===== src/rtl/brsts_pkg.sv =====
`default_nettype none

package brsts_pkg;

   // Fixed field widths of the words.
   localparam int KEY_W = 10;
   localparam int BIT_CNT_W = $clog2(KEY_W + 1);

   // Defaults for the top-level parameters.
   localparam int MAX_ITEMS_DEFAULT = 64;
   localparam int KEY_BITS_DEFAULT = 10;

   // Input word.
   typedef struct packed {
      logic [KEY_W-1:0] key_value;
      logic             last_item;
   } req_word_type;

   // Result word.
   typedef struct packed {
      logic [KEY_W-1:0] sorted_value;
      logic             last_out;
      logic             overflow;
   } rsp_word_type;

   // Commands from the controller to the datapath.
   typedef struct packed {
      logic load;
      logic prep;
      logic left_load;
      logic scan_issue;
      logic pop_issue;
      logic emit_issue;
      logic bit_next;
      logic clear;
   } cmd_type;

   // Status from the datapath to the controller.
   typedef struct packed {
      logic left_nz;
      logic aux_nz;
      logic pipe_busy;
      logic sort_needed;
      logic last_pass;
   } status_type;

   // Number of significant bits in a key, zero for a zero key.
   function automatic logic [BIT_CNT_W-1:0] bit_length(input logic [KEY_W-1:0] v);
      logic [BIT_CNT_W-1:0] n;
      n = '0;
      for (int i = 0; i < KEY_W; i++) begin
         if (v[i]) begin
            n = BIT_CNT_W'(i + 1);
         end
      end
      return n;
   endfunction

endpackage

`default_nettype wire


===== src/rtl/brsts_ram.sv =====
`default_nettype none

module brsts_ram #(
   parameter int WIDTH = 10,
   parameter int DEPTH = 64
) (
   input  wire logic                     clock,
   input  wire logic                     wr_en,
   input  wire logic [$clog2(DEPTH)-1:0] wr_addr,
   input  wire logic [WIDTH-1:0]         wr_data,
   input  wire logic [$clog2(DEPTH)-1:0] rd_addr,
   output logic      [WIDTH-1:0]         rd_data
);

   logic [WIDTH-1:0] mem_ff [DEPTH];
   logic [WIDTH-1:0] rd_data_ff;

   // One write port and one registered read port.
   always_ff @(posedge clock) begin
      if (wr_en) begin
         mem_ff[wr_addr] <= wr_data;
      end
      rd_data_ff <= mem_ff[rd_addr];
   end

   assign rd_data = rd_data_ff;

endmodule

`default_nettype wire


===== src/rtl/brsts_ctrl.sv =====
`default_nettype none

module brsts_ctrl (
   input  wire logic                   clock,
   input  wire logic                   reset,
   input  wire logic                   start,
   input  wire logic                   req_last,
   input  wire brsts_pkg::status_type  status,
   output brsts_pkg::cmd_type          cmd,
   output logic                        busy
);

   typedef enum logic [2:0] {
      ST_LOAD,
      ST_PREP,
      ST_SCAN,
      ST_POP,
      ST_EMIT
   } state_type;

   state_type state_ff, state_in;
   logic      busy_ff, busy_in;

   // Next state and the commands of this cycle.
   always_comb begin
      state_in = state_ff;
      busy_in  = busy_ff;
      cmd      = '0;
      case (state_ff)
         ST_LOAD: begin
            if (start) begin
               cmd.load = 1'b1;
               if (req_last) begin
                  busy_in  = 1'b1;
                  state_in = ST_PREP;
               end
            end
         end
         ST_PREP: begin
            cmd.prep      = 1'b1;
            cmd.left_load = 1'b1;
            state_in      = status.sort_needed ? ST_SCAN : ST_EMIT;
         end
         ST_SCAN: begin
            if (status.left_nz) begin
               cmd.scan_issue = 1'b1;
            end else if (!status.pipe_busy) begin
               state_in = ST_POP;
            end
         end
         ST_POP: begin
            if (status.aux_nz) begin
               cmd.pop_issue = 1'b1;
            end else if (!status.pipe_busy) begin
               cmd.left_load = 1'b1;
               if (status.last_pass) begin
                  state_in = ST_EMIT;
               end else begin
                  cmd.bit_next = 1'b1;
                  state_in     = ST_SCAN;
               end
            end
         end
         ST_EMIT: begin
            if (status.left_nz) begin
               cmd.emit_issue = 1'b1;
            end else if (!status.pipe_busy) begin
               cmd.clear = 1'b1;
               busy_in   = 1'b0;
               state_in  = ST_LOAD;
            end
         end
         default: begin
            state_in = ST_LOAD;
            busy_in  = 1'b0;
         end
      endcase
   end

   // State and the registered busy flag.
   always_ff @(posedge clock) begin
      if (reset) begin
         state_ff <= ST_LOAD;
         busy_ff  <= 1'b0;
      end else begin
         state_ff <= state_in;
         busy_ff  <= busy_in;
      end
   end

   assign busy = busy_ff;

endmodule

`default_nettype wire


===== src/rtl/brsts_dpath.sv =====
`default_nettype none

module brsts_dpath #(
   parameter int MAX_ITEMS = brsts_pkg::MAX_ITEMS_DEFAULT,
   parameter int KEY_BITS  = brsts_pkg::KEY_BITS_DEFAULT
) (
   input  wire logic                        clock,
   input  wire logic                        reset,
   input  wire logic [brsts_pkg::KEY_W-1:0] key_value,
   input  wire brsts_pkg::cmd_type          cmd,
   output brsts_pkg::status_type            status,
   output logic                             rsp_strobe,
   output brsts_pkg::rsp_word_type          rsp_word
);

   localparam int AW = $clog2(MAX_ITEMS);
   localparam int CW = $clog2(MAX_ITEMS + 1);
   localparam int KW = brsts_pkg::KEY_W;
   localparam int BW = brsts_pkg::BIT_CNT_W;
   localparam logic [AW-1:0] LastSlot = AW'(MAX_ITEMS - 1);
   localparam logic [CW-1:0] MaxCount = CW'(MAX_ITEMS);
   localparam logic [KW-1:0] KeyMask =
      (KEY_BITS >= KW) ? {KW{1'b1}} : KW'((64'd1 << KEY_BITS) - 64'd1);

   typedef enum logic [1:0] {
      TAG_NONE,
      TAG_SCAN,
      TAG_POP,
      TAG_EMIT
   } tag_type;

   logic [AW-1:0] head_ff, head_in;
   logic [AW-1:0] tail_ff, tail_in;
   logic [CW-1:0] count_ff, count_in;
   logic [CW-1:0] aux_ptr_ff, aux_ptr_in;
   logic [CW-1:0] left_ff, left_in;
   logic [KW-1:0] largest_ff, largest_in;
   logic          dropped_ff, dropped_in;
   logic [BW-1:0] bit_ff, bit_in;
   logic [BW-1:0] nbits_ff, nbits_in;
   tag_type       tag_ff, tag_in;
   logic          emit_last_ff, emit_last_in;

   logic [KW-1:0] key_masked;
   logic [KW-1:0] deque_q, aux_q;
   logic          deque_we, aux_we;
   logic [AW-1:0] deque_waddr, aux_waddr, aux_raddr;
   logic [KW-1:0] deque_wdata;
   logic [AW-1:0] head_inc, head_dec, tail_inc;
   logic          load_ok, scan_proc, pop_proc, scan_bit;

   assign key_masked = key_value & KeyMask;

   // Circular slot arithmetic, also for a depth that is not a power of two.
   assign head_inc = (head_ff == LastSlot) ? '0 : head_ff + AW'(1);
   assign head_dec = (head_ff == '0) ? LastSlot : head_ff - AW'(1);
   assign tail_inc = (tail_ff == LastSlot) ? '0 : tail_ff + AW'(1);

   assign load_ok   = cmd.load && (count_ff != MaxCount);
   assign scan_proc = (tag_ff == TAG_SCAN);
   assign pop_proc  = (tag_ff == TAG_POP);
   assign scan_bit  = deque_q[bit_ff];

   // Deque write port: loaded keys and keys with the bit set go to the back,
   // popped keys go to the front.
   always_comb begin
      deque_we    = 1'b0;
      deque_waddr = tail_ff;
      deque_wdata = key_masked;
      if (load_ok) begin
         deque_we = 1'b1;
      end else if (scan_proc && scan_bit) begin
         deque_we    = 1'b1;
         deque_wdata = deque_q;
      end else if (pop_proc) begin
         deque_we    = 1'b1;
         deque_waddr = head_dec;
         deque_wdata = aux_q;
      end
   end

   // Keys with the bit clear are pushed onto the auxiliary stack.
   assign aux_we    = scan_proc && !scan_bit;
   assign aux_waddr = AW'(aux_ptr_ff);
   assign aux_raddr = AW'(aux_ptr_ff - CW'(1));

   brsts_ram #(
      .WIDTH (KW),
      .DEPTH (MAX_ITEMS)
   ) u_deque_ram (
      .clock   (clock),
      .wr_en   (deque_we),
      .wr_addr (deque_waddr),
      .wr_data (deque_wdata),
      .rd_addr (head_ff),
      .rd_data (deque_q)
   );

   brsts_ram #(
      .WIDTH (KW),
      .DEPTH (MAX_ITEMS)
   ) u_aux_ram (
      .clock   (clock),
      .wr_en   (aux_we),
      .wr_addr (aux_waddr),
      .wr_data (deque_q),
      .rd_addr (aux_raddr),
      .rd_data (aux_q)
   );

   // Next values of pointers, counters and flags.
   always_comb begin
      head_in      = head_ff;
      tail_in      = tail_ff;
      count_in     = count_ff;
      aux_ptr_in   = aux_ptr_ff;
      left_in      = left_ff;
      largest_in   = largest_ff;
      dropped_in   = dropped_ff;
      bit_in       = bit_ff;
      nbits_in     = nbits_ff;
      tag_in       = TAG_NONE;
      emit_last_in = 1'b0;

      if (cmd.load) begin
         if (load_ok) begin
            count_in = count_ff + CW'(1);
            if (key_masked > largest_ff) begin
               largest_in = key_masked;
            end
         end else begin
            dropped_in = 1'b1;
         end
      end
      if (load_ok || (scan_proc && scan_bit)) begin
         tail_in = tail_inc;
      end
      if (aux_we) begin
         aux_ptr_in = aux_ptr_ff + CW'(1);
      end
      if (pop_proc) begin
         head_in = head_dec;
      end
      if (cmd.scan_issue || cmd.emit_issue) begin
         head_in = head_inc;
         left_in = left_ff - CW'(1);
      end
      if (cmd.pop_issue) begin
         aux_ptr_in = aux_ptr_ff - CW'(1);
      end
      if (cmd.left_load) begin
         left_in = count_ff;
      end
      if (cmd.prep) begin
         bit_in   = '0;
         nbits_in = brsts_pkg::bit_length(largest_ff);
      end
      if (cmd.bit_next) begin
         bit_in = bit_ff + BW'(1);
      end

      // Tag of the read now in flight through the RAMs.
      if (cmd.scan_issue) begin
         tag_in = TAG_SCAN;
      end else if (cmd.pop_issue) begin
         tag_in = TAG_POP;
      end else if (cmd.emit_issue) begin
         tag_in       = TAG_EMIT;
         emit_last_in = (left_ff == CW'(1));
      end

      if (cmd.clear) begin
         head_in    = '0;
         tail_in    = '0;
         count_in   = '0;
         aux_ptr_in = '0;
         largest_in = '0;
         dropped_in = 1'b0;
      end
   end

   always_ff @(posedge clock) begin
      if (reset) begin
         head_ff      <= '0;
         tail_ff      <= '0;
         count_ff     <= '0;
         aux_ptr_ff   <= '0;
         left_ff      <= '0;
         largest_ff   <= '0;
         dropped_ff   <= 1'b0;
         bit_ff       <= '0;
         nbits_ff     <= '0;
         tag_ff       <= TAG_NONE;
         emit_last_ff <= 1'b0;
      end else begin
         head_ff      <= head_in;
         tail_ff      <= tail_in;
         count_ff     <= count_in;
         aux_ptr_ff   <= aux_ptr_in;
         left_ff      <= left_in;
         largest_ff   <= largest_in;
         dropped_ff   <= dropped_in;
         bit_ff       <= bit_in;
         nbits_ff     <= nbits_in;
         tag_ff       <= tag_in;
         emit_last_ff <= emit_last_in;
      end
   end

   // Status for the controller.
   always_comb begin
      status.left_nz     = (left_ff != '0);
      status.aux_nz      = (aux_ptr_ff != '0);
      status.pipe_busy   = (tag_ff != TAG_NONE);
      status.sort_needed = (largest_ff != '0);
      status.last_pass   = ((bit_ff + BW'(1)) == nbits_ff);
   end

   // Result word straight from the registered read of the deque.
   assign rsp_strobe            = (tag_ff == TAG_EMIT);
   assign rsp_word.sorted_value = deque_q;
   assign rsp_word.last_out     = emit_last_ff;
   assign rsp_word.overflow     = dropped_ff;

   // The stack never holds more keys than the deque owns.
   a_aux_bound: assert property (@(posedge clock) disable iff (reset)
      aux_ptr_ff <= count_ff)
      else $error("auxiliary stack deeper than the key count");

   // The work counter never runs past the key count.
   a_left_bound: assert property (@(posedge clock) disable iff (reset)
      left_ff <= count_ff)
      else $error("work counter exceeds the key count");

   // The final result word closes the emit sweep.
   a_last_closes: assert property (@(posedge clock) disable iff (reset)
      (rsp_strobe && emit_last_ff) |-> (left_ff == '0))
      else $error("last word shown with keys still to emit");

   // A clear leaves an empty set with no overflow.
   a_clear_empty: assert property (@(posedge clock) disable iff (reset)
      cmd.clear |=> (count_ff == '0) && (aux_ptr_ff == '0) && !dropped_ff)
      else $error("set not empty after clear");

endmodule

`default_nettype wire


===== src/rtl/binary_radix_sort_two_stacks_unit.sv =====
`default_nettype none

// Binary radix sort unit, least significant bit first.
// Input: a key word is taken at a rising edge where start is high and busy
// is low. Keys are loaded one per cycle into a deque of MAX_ITEMS slots;
// keys beyond that are dropped and flagged in every result word of the set.
// A word with last_item set closes the set; busy then rises until the
// sorted keys have all been sent.
// Sort: a setup step, then one pass per significant bit of the largest
// key (at most ten). A pass reads every key once from the deque RAM, one
// per cycle, sending set bits to the back and clear bits to a stack RAM,
// then pops the stack back to the front, one per cycle.
// Output: one result word per kept key, back to back on rsp_strobe,
// one cycle each, the final one marked by last_out. The receiver cannot
// stall; every strobed word counts as taken. Busy falls as the pointers
// are cleared after the final word, and then a new set may begin.
// Reset clears all pointers and flags at once and the unit is ready in the
// next cycle; the RAM contents are not cleared.
module binary_radix_sort_two_stacks_unit #(
   parameter int MAX_ITEMS = brsts_pkg::MAX_ITEMS_DEFAULT,
   parameter int KEY_BITS  = brsts_pkg::KEY_BITS_DEFAULT
) (
   input  wire logic                   clock,
   input  wire logic                   reset,
   input  wire logic                   start,
   output logic                        busy,
   input  wire brsts_pkg::req_word_type req_word,
   output logic                        rsp_strobe,
   output brsts_pkg::rsp_word_type     rsp_word
);

   brsts_pkg::cmd_type    cmd;
   brsts_pkg::status_type status;

   // Sequencer for load, passes and emit.
   brsts_ctrl u_ctrl (
      .clock    (clock),
      .reset    (reset),
      .start    (start),
      .req_last (req_word.last_item),
      .status   (status),
      .cmd      (cmd),
      .busy     (busy)
   );

   // Pointers, counters and the two RAMs.
   brsts_dpath #(
      .MAX_ITEMS (MAX_ITEMS),
      .KEY_BITS  (KEY_BITS)
   ) u_dpath (
      .clock      (clock),
      .reset      (reset),
      .key_value  (req_word.key_value),
      .cmd        (cmd),
      .status     (status),
      .rsp_strobe (rsp_strobe),
      .rsp_word   (rsp_word)
   );

endmodule

`default_nettype wire


===== config.mk =====
export PLATFORM = sky130hd
export DESIGN_NAME = binary_radix_sort_two_stacks_unit
export DESIGN_NICKNAME = d
export VERILOG_FILES = /design/src/rtl/brsts_pkg.sv /design/src/rtl/brsts_ram.sv /design/src/rtl/brsts_ctrl.sv /design/src/rtl/brsts_dpath.sv /design/src/rtl/binary_radix_sort_two_stacks_unit.sv
export SDC_FILE = /design/constraint.sdc
export NUM_CORES = 2
export LEC_CHECK = 0
export BUFFER_PORTS_ARGS = -buffer_cell sky130_fd_sc_hd__buf_2
export CELL_PAD_IN_SITES_DETAIL_PLACEMENT = 1
export CELL_PAD_IN_SITES_GLOBAL_PLACEMENT = 2
export CORE_MARGIN = 8
export CORE_UTILIZATION = 30
export DETAILED_ROUTE_END_ITERATION = 8
export PLACE_DENSITY = 0.5
export SLEW_MARGIN = 40
export SYNTH_ARGS = -nofsm -noshare
export SYNTH_HDL_FRONTEND = slang
export SYNTH_SLANG_ARGS = --single-unit

===== constraint.sdc =====
create_clock -name clock -period 6.5 [get_ports clock]
set_input_delay 0.975 -clock clock [delete_from_list [all_inputs] [get_ports clock]]
set_output_delay 0.975 -clock clock [all_outputs]
set_load 0.01 [all_outputs]

==> run_results.csv <==
group,metric,value,unit
outcome,outcome,"completed",
worst_setup_path,start_kind,"flip-flop",
sta,fin_crit_sh,0.645,
worst_setup_path,criticalPathCategory,"reg2reg",
routing,via_per_inst,5.06,
clocking,ctsHoldBuffers,0,
global_routing,antenna_found_initial,5,
yosys,avgSynthCellArea,19.0,um2
yosys,synth_nets,2880,
clocking,htreeDepth,4,
sta,worst_pin_slew,853,ps
hold_path,hp-class,"reg2reg",
pwr,leakage,19.1,nW
yosys,synth_edf_count,1280,
sta,fmax,0.239,GHz
placement,gp_congestion,0.787,
global_routing,grt_overflow,0,
yosys,ys_seq_area_frac,0.740,
placement,dp_cells,5133,
clocking,clockRootBuffer,"clkbuf_16",
yosys,ys_ff_latch,1359,
run,cap_violations,0,
routing,vias,27400,
yosys,synth_top_area_share,0.711,
floorplan,core_area,180000,um2
placement,dp_hpwl,98.0,mm
floorplan,rows,156,
floorplan,die_height,441,um
routing,wl_met2,74.2,mm
routing,route.met3.wl,6.35,mm
yosys,synth_flop_cell,"edfxtp_1",
yosys,ys_warn_count,0,
placement,io_buffers,27,
cells_and_area,synthToLayoutAreaGrowth,16.0,%
yosys,async_flop_share,0,
sta,tns,0,ps
worst_setup_path,rrSetupSlack,2310,ps
yosys,ys_top_cells_by_area,"edfxtp_1 (71%), mux4_2 (13%), dfxtp_1 (2.9%)",
routing,wirelength_met1,71.6,mm
global_routing,grt_usage,0.159,
sta,rsz0062_at_grt,"false",
sta,final_hold_viol_count,0,
routing,wl_per_cell,28.7,um
floorplan,die_area,194000,um2
yosys,synth_cells,2844,
clocking,cts.clk_slew.worst_paths,60,ps
worst_setup_path,end_kind,"flip-flop",
global_routing,grt_max_degree,85,
yosys,synth.largest_area_cell,"edfxtp_1",
clocking,cts_sinks,1359,
worst_setup_path,arrival,4590,ps
global_routing,grt_pass1_vias,29400,
yosys,netlist_area,54100,um2
clocking,tritoncts,"built",
sta,slew_violations,0,
cells_and_area,finalNonFillerCells,5412,
clocking,clock_latency,790,ps
routing,route.detailed.drc,0,
clocking,cts_inserted_buffers,153,
yosys,synth_most_common_cell,"edfxtp_1",
sta,skew,32.9,ps
floorplan,top_level_ports,28,
worst_setup_path,worst_ep_required_time,6900,ps
pwr,powerDensity,362,nW/um2
cells_and_area,final_layout_size_suffix_gt1_frac,0.270,
sta,max-slew-margin-rel,0.424,
floorplan,initial_core_util,0.300,
routing,drt_iter0_drc,2270,
clocking,cts_resized,0,
cells_and_area,finalNetCount,2956,
floorplan,die_x,441,um
global_routing,grt_pass1_wl,222,mm
pwr,ir_drop,202,uV
clocking,clockBufferDepth,3,
routing,dr.max_layer_used,"met4",
yosys,yosys-top-cells-count,"edfxtp_1 (1280), mux4_2 (314), nor2_1 (209)",
routing,dr.pass1.iters,5,
sta,setup_violations,0,
worst_setup_path,critPathMaxFanout,41,
clocking,cts_setup_buffers,0,
sta,fin_crit,4190,ps
cells_and_area,final_util,0.348,
routing,drtAntennaViolNets,0,
routing,wl,155,mm
yosys,synthDistinctLibCells,80,
==> metal layers <==
layer | track usage | vias to the layer above
met4 | 0.0402 | 0
met2 | 0.259 | 557
met3 | 0.0296 | 181
met1 | 0.221 | 14900
li1 | - | 11800
met5 | 0 | -
==> metrics by stage <==
step	hold WS [ps]	cell area, um2	power, mW	setup slack, ps
2_1_floorplan	432	54100	12.6	1570
3_3_place_gp	486	57100	14.2	1600
3_5_place_dp	488	57500	14.3	1630
4_1_cts	501	62500	23.0	2020
5_1_grt	520	62700	23.5	2030
6_report	495	62700	22.7	2310
==> logic make-up after synthesis <==
kind of cell               share of synthesized area
and+or+nand+nor                               0.0492
muxes                                          0.149
DFF                                            0.740
adders and majority gates                    0.00509
AOI/OAI and AO/OA                             0.0360
buffers and inverters                         0.0158
xor gates and xnor gates                     0.00498
==> path summary, 6_finish.rpt <==
check | start | to | depth (start not counted)
min reg2reg | u_dpath.nbits_ff[0] | u_dpath.nbits_ff[0] | 2
min | u_dpath.nbits_ff[0] | u_dpath.nbits_ff[0] | 2
max reg2reg | u_dpath.head_ff[1] | u_dpath.u_deque_ram.mem_ff[5][5] | 8
max | u_dpath.head_ff[1] | u_dpath.u_deque_ram.mem_ff[5][5] | 8
==> where the power goes <==
group | switching [mW] | internal [mW]
registers | 0.463 | 10.4
logic | 2.12 | 1.00
clock network | 3.51 | 5.14
total | 6.09 | 16.6
==> layout make-up <==
cell class	count	area, um2
repair buffers	89	741
clock buffers	194	4170
fillers	17600	117000
clock inverters	80	830
diodes	3	7.51
multi-input cells	1293	13800
flip-flops and latches	1359	40100
inverters	24	90.1
well taps	2370	2970
==> sequential cells by signal (all words and copies together), names as in the netlist <==
name,cells
u_dpath.largest_ff,10
u_dpath.tail_ff,6
u_dpath.aux_ptr_ff,7
u_dpath.count_ff,7
u_dpath.bit_ff,4
u_dpath.head_ff,6
u_ctrl.state_ff,3
u_dpath.dropped_ff,1
u_dpath.tag_ff,2
u_dpath.u_aux_ram.rd_data,10
u_dpath.nbits_ff,4
u_ctrl.busy,1
u_dpath.left_ff,7
u_dpath.u_deque_ram.rd_data,10
u_dpath.u_deque_ram.mem_ff,640
u_dpath.emit_last_ff,1
u_dpath.u_aux_ram.mem_ff,640
==> cell usage in the layout, fill, tap and decap left out, drive strengths merged, types with 13 or more instances in the layout <==
| cell type | instances |
|---|---|
| clkbuf | 194 |
| nand3 | 46 |
| nor2b | 16 |
| mux4 | 314 |
| a221oi | 14 |
| nand4 | 21 |
| mux2i | 92 |
| edfxtp | 1280 |
| inv | 32 |
| o21ai | 28 |
| dfxtp | 79 |
| bufinv | 15 |
| xor2 | 15 |
| xnor2 | 13 |
| nor3 | 24 |
| nand2 | 166 |
| a32oi | 20 |
| a21oi | 43 |
| and2 | 19 |
| clkinv | 51 |
| nor2 | 218 |
| buf | 89 |
| ha | 22 |
| a22oi | 37 |
| nand2b | 14 |
| a211oi | 29 |
==> worst max-delay path, stage by stage, from the launching register on <==
cell and delay (ps):
dfxtp_4 770, inv_2 350, ha_1 320, nor2b_1 160, o21ai_0 170, o21ai_1 180, o32ai_2 360, nand3_1 660
nor2_2 820
Power figures use the tool's default switching activity.
